===== config.mk =====
export PLATFORM = sky130hd
export DESIGN_NAME = crf_pixel
export DESIGN_NICKNAME = d
export VERILOG_FILES = /design/src/rtl/core/crf_pkg.sv /design/src/rtl/core/crf_pixel.sv
export SDC_FILE = /design/constraint.sdc
export NUM_CORES = 1
export LEC_CHECK = 0
export BUFFER_PORTS_ARGS = -buffer_cell sky130_fd_sc_hd__buf_2
export CAP_MARGIN = 20
export CORE_MARGIN = 5
export CORE_UTILIZATION = 40
export DETAILED_ROUTE_END_ITERATION = 8
export SETUP_SLACK_MARGIN = 0.4
export SYNTH_ARGS = -nofsm -noshare
export SYNTH_HDL_FRONTEND = slang
export SYNTH_SLANG_ARGS = --single-unit

===== constraint.sdc =====
create_clock -name vclk -period 5.5
set_clock_uncertainty 0.2 [all_clocks]
set_input_delay 0.275 -clock vclk [all_inputs]
set_output_delay 0.275 -clock vclk [all_outputs]
set_load 0.05 [all_outputs]

===== src/rtl/core/crf_pkg.sv =====
// ----------------------------------------------------------------------------
// crf_pkg: shared definitions for the clipped rectangle fill engine
// Widths, limits, register indexes, operation codes and the channel layout
// bundle used by the fill engine and its channel interfaces.
// ----------------------------------------------------------------------------
`default_nettype none

package crf_pkg;

   // Screen and framebuffer limits.
   localparam int MAX_SIDE  = 4096;
   localparam int MAX_PITCH = 16384;

   // Field widths.
   localparam int SIDE_W      = 13;
   localparam int LB_W        = 15;
   localparam int COORD_W     = 16;
   localparam int COLOR_W     = 24;
   localparam int PIXEL_W     = 32;
   localparam int INDEX_W     = 25;
   localparam int LAYOUT_W    = 9;
   localparam int PRODUCT_W   = SIDE_W + LB_W;
   localparam int CSR_INDEX_W = 3;
   localparam int CSR_DATA_W  = 16;

   // Longest channel field; longer lengths are treated as this one.
   localparam logic [3:0] MAX_CHANNEL_LEN = 4'd8;

   // Register reset values.
   localparam logic [LAYOUT_W-1:0] RED_LAYOUT_RST    = 9'd171;
   localparam logic [LAYOUT_W-1:0] GREEN_LAYOUT_RST  = 9'd197;
   localparam logic [LAYOUT_W-1:0] BLUE_LAYOUT_RST   = 9'd160;
   localparam logic [LAYOUT_W-1:0] ALPHA_LAYOUT_RST  = 9'd0;
   localparam logic [SIDE_W-1:0]   SCREEN_WIDTH_RST  = 13'd800;
   localparam logic [SIDE_W-1:0]   SCREEN_HEIGHT_RST = 13'd480;
   localparam logic [LB_W-1:0]     PITCH_RST         = 15'd1600;

   typedef enum logic {
      OP_START = 1'b0,
      OP_STEP  = 1'b1
   } op_type;

   typedef enum logic [CSR_INDEX_W-1:0] {
      CSR_PIXEL_WIDE    = 3'd0,
      CSR_RED_LAYOUT    = 3'd1,
      CSR_GREEN_LAYOUT  = 3'd2,
      CSR_BLUE_LAYOUT   = 3'd3,
      CSR_ALPHA_LAYOUT  = 3'd4,
      CSR_SCREEN_WIDTH  = 3'd5,
      CSR_SCREEN_HEIGHT = 3'd6,
      CSR_ROW_PITCH     = 3'd7
   } csr_index_type;

   // Pixel format settings handed to the color converter.
   typedef struct packed {
      logic                pixel_wide;
      logic [LAYOUT_W-1:0] red;
      logic [LAYOUT_W-1:0] green;
      logic [LAYOUT_W-1:0] blue;
      logic [LAYOUT_W-1:0] alpha;
   } layout_type;

endpackage

`default_nettype wire


===== src/rtl/core/crf_pixel.sv =====
// ----------------------------------------------------------------------------
// crf_pixel: color to native pixel conversion
// Keeps the top bits of each color byte, places them at their field offsets
// and, in 32-bit mode, sets the alpha field to all ones.
// ----------------------------------------------------------------------------
`default_nettype none

module crf_pixel import crf_pkg::*; (
   input  logic [COLOR_W-1:0] fill_color,
   input  layout_type         layout,
   output logic [PIXEL_W-1:0] pixel
);

   function automatic logic [3:0] field_len(input logic [LAYOUT_W-1:0] lay);
      return (lay[8:5] > MAX_CHANNEL_LEN) ? MAX_CHANNEL_LEN : lay[8:5];
   endfunction

   function automatic logic [PIXEL_W-1:0] place_channel(input logic [7:0] chan,
                                                        input logic [LAYOUT_W-1:0] lay);
      logic [7:0] kept;
      kept = chan >> (MAX_CHANNEL_LEN - field_len(lay));
      return {24'b0, kept} << lay[4:0];
   endfunction

   logic [PIXEL_W-1:0] rgb;
   logic [3:0]         alpha_len;
   logic [8:0]         alpha_mask;
   logic [PIXEL_W-1:0] alpha_bits;

   always_comb begin
      rgb = place_channel(fill_color[23:16], layout.red)
          | place_channel(fill_color[15:8], layout.green)
          | place_channel(fill_color[7:0], layout.blue);
      // A zero length gives an empty mask, so no alpha bit is set.
      alpha_len  = field_len(layout.alpha);
      alpha_mask = (9'd1 << alpha_len) - 9'd1;
      alpha_bits = {24'b0, alpha_mask[7:0]} << layout.alpha[4:0];
      if (layout.pixel_wide) begin
         pixel = rgb | alpha_bits;
      end else begin
         pixel = {16'b0, rgb[15:0]};
      end
   end

endmodule

`default_nettype wire


==> flow_summary.ini, run 1 <==
[timing]
tightest_slew_ps = 886
period_share_pct = 84.7
setup_viol = 0
fin_setup_tns_ps = 0
fmax_mhz = 215
slew_headroom_pct = 40.8
fin_hold_ws_ps = 898
hold_viol = 0
period_needed_ps = 4660
slew_violations = 0
rsz0062_at_grt = false

[synth]
syn_nets = 786
avgSynthCellArea_sq_um = 6.52
seq_area_frac_synth_pct = 0
synth_area_sq_mm = 0.00470
syn_inst = 721
synth_cell_types = 93
yosysWarningCount = 0

[flow_run]
cap_violations = 0

[detailed_routing]
first_pass_iters = 6
via_count = 6332
detail-route-antenna-nets = 0
wl_um = 20800
drc = 0
avgViaCountPerCell = 7.03
wl_per_cell_um = 23.1
drtIter0Drc = 885

[layout]
n_clock_buffer = 0
area_delta_synth_final_pct = 8.89
fin_util_pct = 44.7
final_layout_size_suffix_gt1_share_pct = 18.9
n_antenna_cell = 0
design_area_sq_mm = 0.00512
flops_and_latches = 0
seq_area_sq_um = 0
fin_nets = 825

[hold_path]
hold_start = layout[36]
hold_path_class = in2out
hold_end = pixel[24]
hold_path_depth = 3

[placed_design]
hpwl_um = 16500
gp_congestion = 1.06
placed_area_sq_mm = 0.00512
port_buffers = 93

[floorplanning]
ios = 93
rows = 39
start_util_pct = 41.0
fp.dieH_um = 118
core_area_sq_mm = 0.0115
die_width_um = 118
die-area_sq_mm = 0.0140

[grt]
gr-total-overflow = 0
grt_pass1_vias = 5688
grt_pass1_wl_um = 32200
antenna_found_initial = 0
grt_max_degree = 34
grt_usage_pct = 27.2

[worst_setup_path]
worstPathCellList = buf_2 -> nor2b_1 -> inv_4 -> ha_1 -> mux2i_1 -> mux2i_1 -> a221oi_1 -> nor2_1 -> mux2i_1 -> a211o_1 -> a21oi_1 -> or4b_1 -> buf_2
cp.arrival_ps = 4180
cp-start-kind = input pin
cp_common_cell = mux2i_1
crit_slowest_cell = ha_1
critPathKind = in2out
critPathMaxFanout = 11
end_kind = output pin
cpPeakStageDelay_ps = 570
critPathRequiredTime_ps = 5030

[power_and_ir_drop]
ir_drop_mv = 0.0876
finalPower_w = 0.000710
p_leak_nw = 1.97
power_density_mw_per_mm2 = 139

[clocking]
post_cts_buffers = 0
cts_resized = 0
hold_buffers = 0

[status]
status = finished, final reports clean
==> layout by cell type (no fill, tap or decap), types with 9 or more instances in the layout <==
| cell | count |
|---|---|
| mux2_2 | 14 |
| nor2b_1 | 19 |
| o21ai_1 | 9 |
| o22ai_1 | 12 |
| o21ai_0 | 27 |
| a211oi_1 | 13 |
| a21oi_1 | 39 |
| a221oi_1 | 12 |
| and2_1 | 12 |
| a22oi_1 | 10 |
| nand2b_1 | 30 |
| nor2_1 | 61 |
| nand3_1 | 21 |
| nand2_1 | 81 |
| a32oi_1 | 11 |
| mux2i_1 | 41 |
| nor3_1 | 23 |
| a31oi_1 | 20 |
| buf_2 | 93 |
| o221ai_1 | 11 |
| inv_1 | 23 |
==> critical path: cells and delay by family <==
family                   cells  cell delay [ps]
AO/OA/AOI/OAI                3              800
adder cells (fa/ha/maj)      1              570
multiplexers                 3              900
buffers and inverters        3              490
AND/OR/NAND/NOR              3             1150
==> power by group <==
part           internal (W)  total (W)  switching [W]  leakage [nW]
sequential                0          0              0             0
clock                     0          0              0             0
combinational      0.000223   0.000710       0.000487          1.97
total              0.000223   0.000710       0.000487          1.97
==> layout make-up <==
type / instances / area, sq um
Tap cell: 143 / 179
Fill cell: 1262 / 6350
Timing Repair Buffer: 95 / 480
Inverter: 28 / 108
Multi-Input combinational cell: 635 / 4350
==> stage by stage <==
| stage | setup slack [ps] | cells |
|---|---|---|
| finish | 840 | 901 |
| global route | 654 | 901 |
| CTS | 932 | 901 |
| detailed placement | 936 | 901 |
| global placement | 919 | 901 |
| floorplan | 1120 | 721 |
==> metal layers <==
| metal | vias to the layer above | share of wire [%] | track usage, % |
|---|---|---|---|
| met5 | - | 0 | 0 |
| met4 | 0 | 3.7 | 6.95 |
| met3 | 57 | 9.8 | 2.87 |
| met2 | 420 | 44 | 42.9 |
| met1 | 2958 | 43 | 39.6 |
| li1 | 2897 | - | - |
==> cell usage after synthesis, types with 12 or more instances <==
library cell | instances | share of area [%]
nand2_1 | 81 | 6.5
nor2_1 | 61 | 4.9
clkbuf_1 | 42 | 3.4
mux2i_1 | 41 | 8.7
a21oi_1 | 39 | 4.2
nand2b_1 | 30 | 4.0
o21ai_0 | 27 | 2.9
inv_1 | 23 | 1.8
nor3_1 | 23 | 2.4
nand3_1 | 21 | 2.2
a31oi_1 | 20 | 2.7
nor2b_1 | 19 | 2.5
mux2_2 | 14 | 3.4
a211oi_1 | 13 | 2.1
a221oi_1 | 12 | 2.2
and2_1 | 12 | 1.6
o22ai_1 | 12 | 1.6
==> worst max-delay path by stage <==
stage,cells after the start,end,slack (ps),from
final,13,pixel[8],840,layout[17]
after global routing,13,pixel[8],650,layout[17]
after CTS,13,pixel[8],930,layout[17]
after detailed placement,13,pixel[8],940,layout[17]
after global placement,13,pixel[8],920,layout[17]
after floorplan,10,pixel[1],1120,layout[23]
==> cell families (layout without fill, tap and decap cells) <==
logic type	Yosys count	after routing	share of synthesized area, %
AO/OA/AOI/OAI	265	265	42.0
XOR/XNOR	6	6	1.28
adder cells (fa/ha/maj)	4	4	1.06
buffers and inverters	86	123	7.42
multiplexers	63	63	15.7
AND/OR/NAND/NOR	297	297	32.5
No activity file was read; power rests on OpenSTA's default activity.
==> run 2, diff against run 1 <==
==> constraint.sdc (replaced) <==
create_clock -name vclk -period 3.85
set_clock_uncertainty 0.2 [all_clocks]
set_input_delay 0.1925 -clock vclk [all_inputs]
set_output_delay 0.1925 -clock vclk [all_outputs]
set_load 0.05 [all_outputs]
==> flow_summary.ini, run 2 (synthesis results as in run 1) <==
[layout]
most-common-layout-cells = nand2_1, buf_2, buf_4
layout_commonest_cell = nand2_1
flops_and_latches = 0
final_layout_size_suffix_gt1_share_pct = 37.1
n_antenna_cell = 0
fillCellCount = 1133
seq_area_sq_um = 0
multi_input_area_sq_mm = 0.00508
n_clock_buffer = 0
area_delta_synth_final_pct = 37.8
fin_nets = 890

[placed_design]
dp_slack_ps = -195
gp_congestion = 1.06
port_buffers = 93
hpwl_um = 17500

[timing]
period_needed_ps = 3450
fin_ws_ps = 404
rsz0062_at_grt = true
tightest_slew_ps = 1070
setup_viol = 0
period_share_pct = 89.5
fmax_mhz = 290
fin_hold_ws_ps = 652
hold_viol = 0
slew_headroom_pct = 28.9
slew_violations = 0

[detailed_routing]
first_pass_iters = 5
detail-route-antenna-nets = 0
wl_per_cell_um = 23.4
wl_um = 22600
via_count = 6653
drtIter0Drc = 818
drc = 0
avgViaCountPerCell = 6.89

[worst_setup_path]
cpLargestDelayFamily = compound AO/OA/AOI/OAI gates
cp_common_cell = mux2i_2
crit_slowest_cell = or4b_4
cp-start-kind = input pin
cp.arrival_ps = 3050
cpPeakStageDelay_ps = 530
worstPathCellList = buf_8 -> nor2b_4 -> inv_4 -> ha_4 -> buf_4 -> mux2i_2 -> mux2i_1 -> a221oi_1 -> o21ba_2 -> mux2i_2 -> a211o_1 -> a21oi_2 -> or4b_4 -> buf_6
critPathKind = in2out
critPathMaxFanout = 6
critPathBufInv = 4
end_kind = output pin
critPathLaunch = layout[17]
cp.depth = 14
critPathRequiredTime_ps = 3460

[grt]
grt_usage_pct = 28.6
grt_pass1_vias = 5984
grt_pass1_wl_um = 33500
grt_max_degree = 34
antenna_found_initial = 0
gr-total-overflow = 0

[power_and_ir_drop]
clkPwrFrac_pct = 0
power_frac_comb_pct = 100.0
finalPower_w = 0.00133
power.switching_w = 0.000812
power.share.switching_pct = 61.1
ir_drop_mv = 0.155
seqPwrFrac_pct = 0
power_density_mw_per_mm2 = 205
p_int_w = 0.000517
p_leak_nw = 2.46

[hold_path]
hold_start = layout[36]
hold_path_depth = 3
hold_path_class = in2out

[floorplanning]
start_util_pct = 41.0
ios = 93
die_width_um = 118
die-area_sq_mm = 0.0140
core_area_sq_mm = 0.0115
fp.dieH_um = 118
rows = 39

[flow_run]
cap_violations = 0

[status]
status = finished, final reports clean

[clocking]
hold_buffers = 0
-- run 2: changes by cell type in the layout (fill, tap and decap cells not counted), moves of 6 or more --
| cell | previous run | this run |
|---|---|---|
| buf_4 | 2 | 67 |
| buf_2 | 93 | 73 |
| mux2i_1 | 41 | 25 |
| buf_6 | 0 | 15 |
| a21oi_1 | 39 | 28 |
| mux2i_2 | 0 | 11 |
| a31oi_1 | 20 | 11 |
| a21oi_2 | 1 | 9 |
| mux2_2 | 14 | 8 |
| mux2_4 | 1 | 7 |
-- run 2: layer usage --
metal | track usage, % | part of all wire, %
met1 | 42.2 | 44
met2 | 43.7 | 43
met3 | 4.06 | 9.2
met4 | 7.09 | 3.8
met5 | 0 | 0
-- run 2: per-stage QoR --
| stage | setup TNS [ps] | std cells | area (sq um) | util [%] |
|---|---|---|---|---|
| floorplan | 0 | 721 | 4900 | - |
| global placement | -152 | 953 | 5710 | 49.8 |
| detailed placement | -195 | 953 | 5710 | 49.8 |
| CTS | 0 | 958 | 6020 | 52.5 |
| global route | 0 | 966 | 6480 | 56.5 |
| finish | 0 | 966 | 6480 | 56.5 |
-- run 2: timing repair --
item | CTS | global route
gates resized for setup | 63 | 90
buffers inserted | 5 | 8
setup endpoints to repair | 31 | 31
cloned | 0 | 0
pin swaps | 5 | 19
-- run 2: power by group through the flow --
stage	clock, W	sequential, W	combinational [W]
after floorplan	0	0	0.000766
after global placement	0	0	0.00111
after detailed placement	0	0	0.00111
after CTS	0	0	0.00119
after global routing	0	0	0.00139
final	0	0	0.00133
-- run 2: final timing paths --
path,end
max,pixel[8]
min,pixel[24]
-- run 2: cell type report --
type,instances,area share (%)
multi-input cells,635,78.5
repair buffers,160,17.1
well taps,143,2.76
inverters,28,1.66
==> run 3, diff against run 2 <==
==> constraint.sdc (replaced) <==
create_clock -name vclk -period 3.85
set_clock_uncertainty 0.2 [all_clocks]
set_input_delay 0.385 -clock vclk [all_inputs]
set_output_delay 0.385 -clock vclk [all_outputs]
set_load 0.05 [all_outputs]
==> flow_summary.ini, run 3 (synthesis results as in run 1) <==
[status]
status = finished, final reports clean

[layout]
seq_area_sq_um = 0
fillCellCount = 1011
n_clock_buffer = 0
final_layout_size_suffix_gt1_share_pct = 46.4
area_delta_synth_final_pct = 61.5
most-common-layout-cells = buf_4, nand2_1, nor2_1
n_antenna_cell = 0
fin_nets = 933
fin_util_pct = 66.3
layout_commonest_cell = buf_4
flops_and_latches = 0

[timing]
hold_viol = 0
rsz0062_at_grt = true
fin_setup_tns_ps = 0
period_share_pct = 98.5
fmax_mhz = 264
period_needed_ps = 3790
slew_violations = 0
tightest_slew_ps = 755
fin_ws_ps = 57.6
slew_headroom_pct = 49.7
setup_viol = 0

[hold_path]
hold_start = layout[36]
hold_path_class = in2out
hold_path_depth = 3
hold_end = pixel[24]

[detailed_routing]
avgViaCountPerCell = 6.77
first_pass_iters = 6
via_count = 6827
wl_um = 23100
drtIter0Drc = 705
detail-route-antenna-nets = 0
drc = 0
wl_per_cell_um = 22.9

[worst_setup_path]
cpPeakStageDelay_ps = 350
cp.arrival_ps = 3210
critPathKind = in2out
end_kind = output pin
cp_common_cell = buf_4
critPathRequiredTime_ps = 3260
worstPathCellList = buf_8 -> nor2b_4 -> inv_8 -> ha_4 -> buf_4 -> mux2i_1 -> mux2i_2 -> mux2i_2 -> o21ai_2 -> a31oi_1 -> buf_4 -> o22ai_1 -> nor3_2 -> buf_4 -> a21oi_4 -> buf_6
cp-start-kind = input pin
crit_slowest_cell = ha_4
critPathMaxFanout = 8

[clocking]
hold_buffers = 0

[grt]
gr-total-overflow = 0
grt_max_degree = 34
antenna_found_initial = 0
grt_pass1_vias = 6497
grt_usage_pct = 30.3
grt_pass1_wl_um = 35600

[placed_design]
port_buffers = 93
gp_congestion = 1.07
hpwl_um = 17600
dp_slack_ps = -79.0

[power_and_ir_drop]
ir_drop_mv = 0.161
power_density_mw_per_mm2 = 206
p_leak_nw = 2.89
finalPower_w = 0.00156

[floorplanning]
rows = 39
start_util_pct = 41.0
ios = 93
fp.dieH_um = 118
die_width_um = 118
core_area_sq_mm = 0.0115
die-area_sq_mm = 0.0140

[flow_run]
cap_violations = 0
==> run 3: worst max-delay path: cells and delay by family <==
family | cells | cell delay, ps
buffers and inverters | 6 | 810
multiplexers | 3 | 730
AO/OA/AOI/OAI | 4 | 520
AND/OR/NAND/NOR | 2 | 400
adder cells (fa/ha/maj) | 1 | 350
==> run 3: worst max-delay path by stage <==
stage	from	slack [ps]	end
5_1_grt	layout[26]	-7	pixel[25]
6_report	layout[26]	60	pixel[25]
4_1_cts	layout[26]	150	pixel[25]
3_3_place_gp	layout[26]	-50	pixel[25]
3_5_place_dp	layout[17]	-80	pixel[25]
2_1_floorplan	layout[14]	280	pixel[24]
==> run 3: stage by stage <==
step	cells	hold slack, ps	instance area [sq um]
4_1_cts	999	1050	7220
3_3_place_gp	976	1100	6380
2_1_floorplan	721	718	5460
5_1_grt	1009	1060	7600
6_report	1009	1060	7600
3_5_place_dp	976	1100	6380
==> run 3: routing by layer <==
metal | GRT usage [%] | wire length, um
met1 | 41.4 | 9410
met2 | 50.5 | 10900
met3 | 2.96 | 1830
met4 | 9.21 | 1040
met5 | 0 | 0
==> run 3: cell type report <==
| class | instances | area [sq um] | share of cell area (%) |
|---|---|---|---|
| timing repair buffer | 203 | 1620 | 21.3 |
| multi-input combinational | 635 | 5690 | 74.8 |
| tap | 143 | 179 | 2.36 |
| inverter | 28 | 118 | 1.55 |
==> run 3: repair_timing <==
action | in CTS | in global routing
pin swaps | 39 | 29
setup buffers | 23 | 10
setup endpoints to repair | 31 | 31
gates resized for setup | 156 | 65
==> run 3: where the power goes <==
group	switching [W]	internal, W	total [W]
clock network	0	0	0
logic	0.000895	0.000666	0.00156
registers	0	0	0
